--- config.mk ---
export PLATFORM = sky130hd
export DESIGN_NAME = pose_dead_reckoning
export DESIGN_NICKNAME = d
export VERILOG_FILES = /design/src/hw/rtl/pdr_pkg.sv /design/src/hw/rtl/pdr_trig.sv /design/src/hw/rtl/pose_dead_reckoning.sv
export SDC_FILE = /design/constraint.sdc
export NUM_CORES = 2
export LEC_CHECK = 0
export ABC_AREA = 1
export BUFFER_PORTS_ARGS = -buffer_cell sky130_fd_sc_hd__clkbuf_2
export CORE_AREA = 2 2 245 247
export CTS_CLUSTER_SIZE = 10
export DETAILED_ROUTE_END_ITERATION = 16
export DIE_AREA = 0 0 247 249
export GPL_TIMING_DRIVEN = 0
export HOLD_SLACK_MARGIN = 0.1
export PLACE_DENSITY = 0.87
export RECOVER_POWER = 100
export SYNTH_ARGS = -nofsm -noshare
export SYNTH_HDL_FRONTEND = slang
export SYNTH_SLANG_ARGS = --single-unit
--- constraint.sdc ---
create_clock -name clock -period 17.3 [get_ports clock]
set_clock_uncertainty 0.1 [all_clocks]
set_input_delay 4.325 -clock clock [delete_from_list [all_inputs] [get_ports clock]]
set_output_delay 4.325 -clock clock [all_outputs]
set_load 0.1 [all_outputs]
--- src/hw/rtl/pdr_pkg.sv ---
// Shared constants and trig table construction for the dead-reckoning pose tracker.
`default_nettype none

package pdr_pkg;

   localparam int HEAD_W  = 9;
   localparam int DELTA_W = 10;
   localparam int DIST_W  = 16;
   localparam int QIDX_W  = 7;

   localparam logic [HEAD_W-1:0] FULL_TURN     = 9'd360;
   localparam logic [HEAD_W-1:0] RESET_HEADING = 9'd90;
   localparam logic [HEAD_W-1:0] QUARTER_TURN  = 9'd90;
   localparam logic [HEAD_W-1:0] HALF_TURN     = 9'd180;
   localparam logic [HEAD_W-1:0] THREE_QUARTER = 9'd270;

   localparam logic [63:0] PI_Q30  = 64'd3373259426;
   localparam logic [63:0] ONE_Q30 = 64'd1073741824;

   localparam logic [63:0] TAYLOR_DIV [8] = '{
      64'd6, 64'd20, 64'd42, 64'd72, 64'd110, 64'd156, 64'd210, 64'd272
   };

   // First-quadrant sine of a whole-degree angle in Q2.30, clamped to 0..1.
   function automatic logic [63:0] sine_q30(input logic [QIDX_W-1:0] a);
      logic [63:0] x;
      logic [63:0] x2;
      logic [63:0] term;
      logic signed [64:0] sum;
      x = (64'(a) * PI_Q30 + 64'd90) / 64'd180;
      x2 = (x * x) >> 30;
      term = x;
      sum = $signed({1'b0, x});
      for (int k = 0; k < 8; k++) begin
         term = ((term * x2) >> 30) / TAYLOR_DIV[k];
         if (k[0] == 1'b0) begin
            sum = sum - $signed({1'b0, term});
         end else begin
            sum = sum + $signed({1'b0, term});
         end
      end
      if (sum < 0) begin
         sum = '0;
      end
      if (sum > $signed({1'b0, ONE_Q30})) begin
         sum = $signed({1'b0, ONE_Q30});
      end
      return sum[63:0];
   endfunction

   // The same value rounded half up to frac_bits fraction bits.
   function automatic logic [63:0] quad_entry(input logic [QIDX_W-1:0] a, input int frac_bits);
      logic [63:0] s;
      s = sine_q30(a);
      return (s + (64'd1 << (29 - frac_bits))) >> (30 - frac_bits);
   endfunction

endpackage

`default_nettype wire

--- src/hw/rtl/pdr_trig.sv ---
// Whole-degree cosine and sine lookup built on a first-quadrant table.
`default_nettype none

module pdr_trig #(
   parameter int TRIG_FRAC_BITS = 14
) (
   input  wire logic [pdr_pkg::HEAD_W-1:0]        heading,
   output logic signed [TRIG_FRAC_BITS+1:0]       cos_val,
   output logic signed [TRIG_FRAC_BITS+1:0]       sin_val
);
   import pdr_pkg::*;

   localparam int QW = TRIG_FRAC_BITS + 1;
   localparam int VW = TRIG_FRAC_BITS + 2;

   typedef struct packed {
      logic [QIDX_W-1:0] idx;
      logic              neg;
   } fold_type;

   logic [QW-1:0]     quad_tbl [0:90];
   logic [HEAD_W:0]   cos_sum;
   logic [HEAD_W-1:0] cos_deg;
   fold_type          sin_fold;
   fold_type          cos_fold;

   for (genvar a = 0; a <= 90; a++) begin : g_tbl
      assign quad_tbl[a] = QW'(quad_entry(QIDX_W'(a), TRIG_FRAC_BITS));
   end

   function automatic fold_type fold(input logic [HEAD_W-1:0] d);
      fold_type f;
      priority if (d <= QUARTER_TURN) begin
         f.idx = QIDX_W'(d);
         f.neg = 1'b0;
      end else if (d <= HALF_TURN) begin
         f.idx = QIDX_W'(HALF_TURN - d);
         f.neg = 1'b0;
      end else if (d <= THREE_QUARTER) begin
         f.idx = QIDX_W'(d - HALF_TURN);
         f.neg = 1'b1;
      end else begin
         f.idx = QIDX_W'(FULL_TURN - d);
         f.neg = 1'b1;
      end
      return f;
   endfunction

   function automatic logic signed [VW-1:0] apply(input fold_type f,
                                                  input logic [QW-1:0] q);
      logic signed [VW-1:0] v;
      v = $signed({1'b0, q});
      return f.neg ? -v : v;
   endfunction

   always_comb begin
      cos_sum = {1'b0, heading} + {1'b0, QUARTER_TURN};
      if (cos_sum >= {1'b0, FULL_TURN}) begin
         cos_deg = HEAD_W'(cos_sum - {1'b0, FULL_TURN});
      end else begin
         cos_deg = cos_sum[HEAD_W-1:0];
      end
      sin_fold = fold(heading);
      cos_fold = fold(cos_deg);
      sin_val = apply(sin_fold, quad_tbl[sin_fold.idx]);
      cos_val = apply(cos_fold, quad_tbl[cos_fold.idx]);
   end

endmodule

`default_nettype wire

--- src/hw/rtl/pose_dead_reckoning.sv ---
// Top level of the dead-reckoning pose tracker: heading update and position accumulation.
//
// Channel   Direction  Handshake             Contents
// req       in         req_valid/req_ready   action, angle delta, distance, compass heading
// rsp       out        rsp_valid/rsp_ready   x and y position, heading
// csr       in         csr_wr_en             compass mode bit
//
// A transaction is captured in an input register, then the heading wrap, table lookup,
// two multiplies and saturating accumulate run combinationally into the pose registers,
// which hold the result; one transaction per cycle while the result is not stalled.
// The pose registers double as the result register, so a stalled result holds the
// next transaction in the input register. Reset sets heading 90 and position zero.
`default_nettype none

module pose_dead_reckoning #(
   parameter int TRIG_FRAC_BITS = 14,
   parameter int POS_WIDTH      = 40
) (
   input  wire logic                                 clock,
   input  wire logic                                 reset,
   input  wire logic                                 req_valid,
   output logic                                      req_ready,
   input  wire logic                                 req_action,
   input  wire logic signed [pdr_pkg::DELTA_W-1:0]   req_angle_delta,
   input  wire logic signed [pdr_pkg::DIST_W-1:0]    req_distance_mm,
   input  wire logic        [pdr_pkg::HEAD_W-1:0]    req_compass_heading,
   output logic                                      rsp_valid,
   input  wire logic                                 rsp_ready,
   output logic signed [POS_WIDTH-1:0]               rsp_pos_x,
   output logic signed [POS_WIDTH-1:0]               rsp_pos_y,
   output logic        [pdr_pkg::HEAD_W-1:0]         rsp_heading_deg,
   input  wire logic                                 csr_wr_en,
   input  wire logic                                 csr_wr_data
);
   import pdr_pkg::*;

   localparam int VW     = TRIG_FRAC_BITS + 2;
   localparam int PROD_W = DIST_W + VW;
   localparam int SUM_W  = ((POS_WIDTH > PROD_W) ? POS_WIDTH : PROD_W) + 1;
   localparam logic signed [SUM_W-1:0] POS_MAX = SUM_W'({1'b0, {(POS_WIDTH-1){1'b1}}});
   localparam logic signed [SUM_W-1:0] POS_MIN = ~POS_MAX;

   logic                       compass_mode_ff;
   logic                       in_valid_ff;
   logic                       in_action_ff;
   logic signed [DELTA_W-1:0]  in_delta_ff;
   logic signed [DIST_W-1:0]   in_dist_ff;
   logic [HEAD_W-1:0]          in_compass_ff;
   logic                       out_valid_ff;
   logic                       out_valid_in;
   logic signed [POS_WIDTH-1:0] x_ff;
   logic signed [POS_WIDTH-1:0] x_in;
   logic signed [POS_WIDTH-1:0] y_ff;
   logic signed [POS_WIDTH-1:0] y_in;
   logic [HEAD_W-1:0]          heading_ff;
   logic [HEAD_W-1:0]          heading_in;

   logic                       fire;
   logic signed [11:0]         h_sum;
   logic [HEAD_W-1:0]          h_delta;
   logic [HEAD_W-1:0]          h_compass;
   logic [HEAD_W-1:0]          h_new;
   logic signed [VW-1:0]       cos_val;
   logic signed [VW-1:0]       sin_val;
   logic signed [PROD_W-1:0]   prod_x;
   logic signed [PROD_W-1:0]   prod_y;
   logic signed [SUM_W-1:0]    sum_x;
   logic signed [SUM_W-1:0]    sum_y;

   function automatic logic signed [POS_WIDTH-1:0] saturate(input logic signed [SUM_W-1:0] v);
      priority if (v > POS_MAX) begin
         return POS_MAX[POS_WIDTH-1:0];
      end else if (v < POS_MIN) begin
         return POS_MIN[POS_WIDTH-1:0];
      end else begin
         return v[POS_WIDTH-1:0];
      end
   endfunction

   assign fire      = in_valid_ff && (!out_valid_ff || rsp_ready);
   assign req_ready = !in_valid_ff || fire;

   always_comb begin
      h_sum = $signed({3'b000, heading_ff}) + $signed({{2{in_delta_ff[DELTA_W-1]}}, in_delta_ff});
      priority if (h_sum < -12'sd360) begin
         h_delta = HEAD_W'(h_sum + 12'sd720);
      end else if (h_sum < 12'sd0) begin
         h_delta = HEAD_W'(h_sum + 12'sd360);
      end else if (h_sum < 12'sd360) begin
         h_delta = h_sum[HEAD_W-1:0];
      end else if (h_sum < 12'sd720) begin
         h_delta = HEAD_W'(h_sum - 12'sd360);
      end else begin
         h_delta = HEAD_W'(h_sum - 12'sd720);
      end
      if (in_compass_ff >= FULL_TURN) begin
         h_compass = in_compass_ff - FULL_TURN;
      end else begin
         h_compass = in_compass_ff;
      end
      h_new = compass_mode_ff ? h_compass : h_delta;
   end

   pdr_trig #(
      .TRIG_FRAC_BITS(TRIG_FRAC_BITS)
   ) u_trig (
      .heading(h_new),
      .cos_val(cos_val),
      .sin_val(sin_val)
   );

   always_comb begin
      prod_x = in_dist_ff * cos_val;
      prod_y = in_dist_ff * sin_val;
      sum_x  = SUM_W'(x_ff) + SUM_W'(prod_x);
      sum_y  = SUM_W'(y_ff) + SUM_W'(prod_y);

      out_valid_in = out_valid_ff;
      x_in         = x_ff;
      y_in         = y_ff;
      heading_in   = heading_ff;
      if (out_valid_ff && rsp_ready) begin
         out_valid_in = 1'b0;
      end
      if (fire) begin
         out_valid_in = 1'b1;
         if (in_action_ff) begin
            x_in       = '0;
            y_in       = '0;
            heading_in = RESET_HEADING;
         end else begin
            x_in       = saturate(sum_x);
            y_in       = saturate(sum_y);
            heading_in = h_new;
         end
      end
   end

   always_ff @(posedge clock) begin
      if (reset) begin
         compass_mode_ff <= 1'b0;
         in_valid_ff     <= 1'b0;
         out_valid_ff    <= 1'b0;
         x_ff            <= '0;
         y_ff            <= '0;
         heading_ff      <= RESET_HEADING;
      end else begin
         if (csr_wr_en) begin
            compass_mode_ff <= csr_wr_data;
         end
         if (req_ready) begin
            in_valid_ff <= req_valid;
         end
         out_valid_ff <= out_valid_in;
         x_ff         <= x_in;
         y_ff         <= y_in;
         heading_ff   <= heading_in;
      end
   end

   always_ff @(posedge clock) begin
      if (req_valid && req_ready) begin
         in_action_ff  <= req_action;
         in_delta_ff   <= req_angle_delta;
         in_dist_ff    <= req_distance_mm;
         in_compass_ff <= req_compass_heading;
      end
   end

   assign rsp_valid       = out_valid_ff;
   assign rsp_pos_x       = x_ff;
   assign rsp_pos_y       = y_ff;
   assign rsp_heading_deg = heading_ff;

   a_heading_range: assert property (@(posedge clock) disable iff (reset)
      heading_ff < FULL_TURN)
      else $error("heading left the 0..359 range");

   a_reset_pose: assert property (@(posedge clock) disable iff (reset)
      fire && in_action_ff |=> x_ff == '0 && y_ff == '0 && heading_ff == RESET_HEADING)
      else $error("reset action did not restore the origin pose");

   a_no_overwrite: assert property (@(posedge clock) disable iff (reset)
      out_valid_ff && !rsp_ready |-> !fire)
      else $error("pose updated while a result was stalled");

   a_pose_held: assert property (@(posedge clock) disable iff (reset)
      !fire |=> $stable(x_ff) && $stable(y_ff) && $stable(heading_ff))
      else $error("pose changed without a transaction");

endmodule

`default_nettype wire

==> key figures <==
Run status
  – Status: finished with violations
  – Failing checks: max-capacitance violations, max-slew violations

Setup path
  – Critical path startpoint: rsp_heading_deg[0]
  – Critical path data required time: 17.57 ns
  – WP buf/inv: 17
  – Cell mode on critical path: nand2_1
  – CP endpoint kind: flop
  – CP arrival: 16.73 ns
  – Worst path top cell family by delay: adder cells
  – CP max FO: 10
  – Crit path kind: reg -> reg
  – Startpoint types: flop
  – Worst path depth: 77
  – CP max stage delay: 0.59 ns
  – Worst Reg-to-Reg Cells: 77
  – CP max-delay cell: fa_1
  – RR Startpoint: rsp_heading_deg[0]

Finish
  – Area delta synth->final: 6.777%
  – Final Cell Area: 0.03751 mm^2
  – Layout cells sized above 1: 6.042%
  – Final nets: 5659

Clocking
  – Clk root buf: clkbuf_16
  – Reg clk slew, reported paths: 0.07 ns
  – Clk sinks: 128
  – Clock Latency Late Sink: 0.51 ns
  – CTS max path bufs: 2
  – H-tree depth: 4
  – Number of buffers created by CTS: 17
  – CTS tree: yes

Global route
  – First-pass GRT wire length: 175000 um
  – Largest net degree at the start of global routing: 37
  – Vias in the first global route: 33080
  – Initial antenna violation count: 2
  – Overall Global Routing Usage: 37.03%
  – Remaining global-route overflow: 0

Timing
  – Final setup viols: 0
  – Tmin final: 16.47 ns
  – Final Hold Vio Count: 0
  – Worst-Margin Slew: 2.673 ns
  – Max Transition Viols Final: 37
  – Final period util: 95.18%
  – Normalized max-slew margin: -78.21%
  – RSZ-0062 raised after global routing: false
  – Max Freq: 60.73 MHz

Place
  – Dpl hpwl: 89520 um
  – Placed inst area: 0.03681 mm^2
  – IO buf count: 131
  – Routability cong.: 1.010

Job
  – Max_cap viols: 1

Die
  – Die Span Y: 249 um
  – Initial Util: 59.87%
  – Width of the die: 247 um
  – Die footprint: 0.06150 mm^2
  – Num rows: 89
  – I/O pins: 133
  – Core Area: 0.05869 mm^2

Routing
  – Antenna-violating nets left: 0
  – Vias post-DR: 31910
  – Drt initial violations: 3262
  – # DRC: 0
  – Iteration count of the initial detailed-routing pass: 10
  – Final WL: 110000 um
  – Vias per cell: 5.865
  – Wire per inst: 20.21 um

Synthesis
  – Ranking of synthesized cells by area: fa_1 (38%), ha_1 (10%), nand2_1 (9.7%), inv_1 (9.5%), dfxtp_1 (5.2%)
  – Area share of the largest cell type after synthesis: 38.23%
  – Synth Register Bits: 128
  – Post-synthesis sequential area ratio: 8.319%
  – Cells after synthesis: 4488
  – Main synth FF type: dfxtp_1
  – Post-synth EDFFs: 36
  – Syn Area/Cell: 7.828 um^2
  – Post-synth net total: 5493
  – Synth cell types: 61
  – Yosys top cell by area: fa_1
  – Synthesized area: 0.03513 mm^2
  – Post-synth ARST share: 0%
  – Synth warn: 0

Hold path
  – Hold Path Stages: 2
  – Worst hold path class: reg -> reg
  – Hold Crit Start: rsp_pos_y[37]
## area by class of cell
type | count | area (um^2)
Inverter | 918 | 3458
Tap cell | 773 | 967.2
Clock buffer | 17 | 425.4
Antenna cell | 1 | 2.502
Buffer | 167 | 787.0
Fill cell | 4890 | 21170
Sequential cell | 128 | 2923
Timing Repair Buffer | 148 | 679.4
Multi-Input combinational cell | 3274 | 28090
Clock inverter | 15 | 182.7
## flip-flops by register name, summed over array words and instances (netlist names)
signal / cells
compass_mode_ff: 1
in_action_ff: 1
in_compass_ff: 9
in_delta_ff: 10
in_dist_ff: 16
in_valid_ff: 1
rsp_heading_deg: 9
rsp_pos_x: 40
rsp_pos_y: 40
rsp_valid: 1
## placed cells by master (no fill, tap or decap), types with 15 or more instances in the layout
master	netlist	routed
nand2_1	905	905
nor2_2	18	20
clkbuf_16	0	17
inv_1	890	887
fa_1	671	671
o21ai_0	143	127
nand2_2	43	42
dfxtp_1	92	92
o21ai_1	22	34
xnor2_1	46	44
xor2_1	60	58
inv_2	24	24
ha_1	292	291
buf_2	45	40
clkbuf_2	0	36
buf_4	8	22
a21oi_1	263	263
edfxtp_1	36	36
clkbuf_1	105	199
nor2_1	366	363
nand4_1	15	15
o211ai_1	20	20
nand3_1	285	284
## cells in the mapped netlist (3+ instances only)
cell type  instances
nand2_1          905
inv_1            890
fa_1             671
nor2_1           366
ha_1             292
nand3_1          285
a21oi_1          263
o21ai_0          143
clkbuf_1         105
dfxtp_1           92
xor2_1            60
xnor2_1           46
buf_2             45
nand2_2           43
edfxtp_1          36
inv_2             24
o21ai_1           22
o211ai_1          20
nor2_2            18
nand4_1           15
a21boi_0          12
a31oi_1           12
buf_4              8
nand2_4            8
nand3_2            8
nor3_1             8
nand3b_1           7
o22ai_1            7
or2_2              6
a22oi_1            5
buf_6              5
o2111ai_1          5
o31ai_1            5
a21boi_1           4
buf_1              4
o21bai_1           4
a21oi_2            3
clkinv_1           3
or2_1              3
## metrics by stage
step / std cells / util [%] / setup WS (ns) / hold slack [ns] / TNS, ns
3_5_place_dp: 5395 / 62.73 / -0.9462 / 0.3795 / -58.08
6_report: 5441 / 63.93 / 0.8347 / 0.3901 / 0
4_1_cts: 5427 / 63.84 / 0.01923 / 0.3900 / 0
5_1_grt: 5440 / 63.92 / 0.02250 / 0.4078 / 0
2_1_floorplan: 4488 / - / 2.032 / 0.4025 / 0
3_3_place_gp: 5392 / 62.63 / -0.5817 / 0.3748 / -28.75
## cells by family (layout without fill, tap and decap cells)
family	count (synthesis)	in the layout	share of synthesized area, %
AO/OA/AOI/OAI	524	524	8.248
XOR/XNOR	107	107	2.689
adder cells (fa/ha/maj)	963	963	48.63
buffers and inverters	1086	1265	11.99
flip-flops	128	128	8.319
other	0	1	0
AND/OR/NAND/NOR	1680	1680	20.12
## final timing paths
check / endpoint / slack, ns
setup / recovery: rsp_pos_y[23] / 0.83
hold / removal: rsp_pos_y[37] / 0.39
setup reg to reg: rsp_pos_y[23] / 0.83
hold reg to reg: rsp_pos_y[37] / 0.39
## metal layers
metal	wire (um)	track usage [%]	up-vias
li1	-	-	14080
met1	39400	45.56	15460
met2	50800	58.46	1876
met3	11050	8.296	494
met4	8685	24.41	4
met5	32	0	-
## tightest hold or removal path, stage by stage, from the launching register on
cell and delay (ns):
dfxtp_1 0.32, nand2_1 0.07, a21oi_1 0.05
## repair_timing
| item | 4_1_cts | 5_1_grt |
|---|---|---|
| resized for setup | 12 | 58 |
| hold buffers | 0 | 0 |
| endpoints found under the setup margin | 79 | 80 |
| pin swaps | 0 | 3 |
| buffers inserted | 1 | 12 |
Power is left out: the tool's default activity adds up to more than one toggle a clock period on the data nets, which glitch-free logic cannot reach.
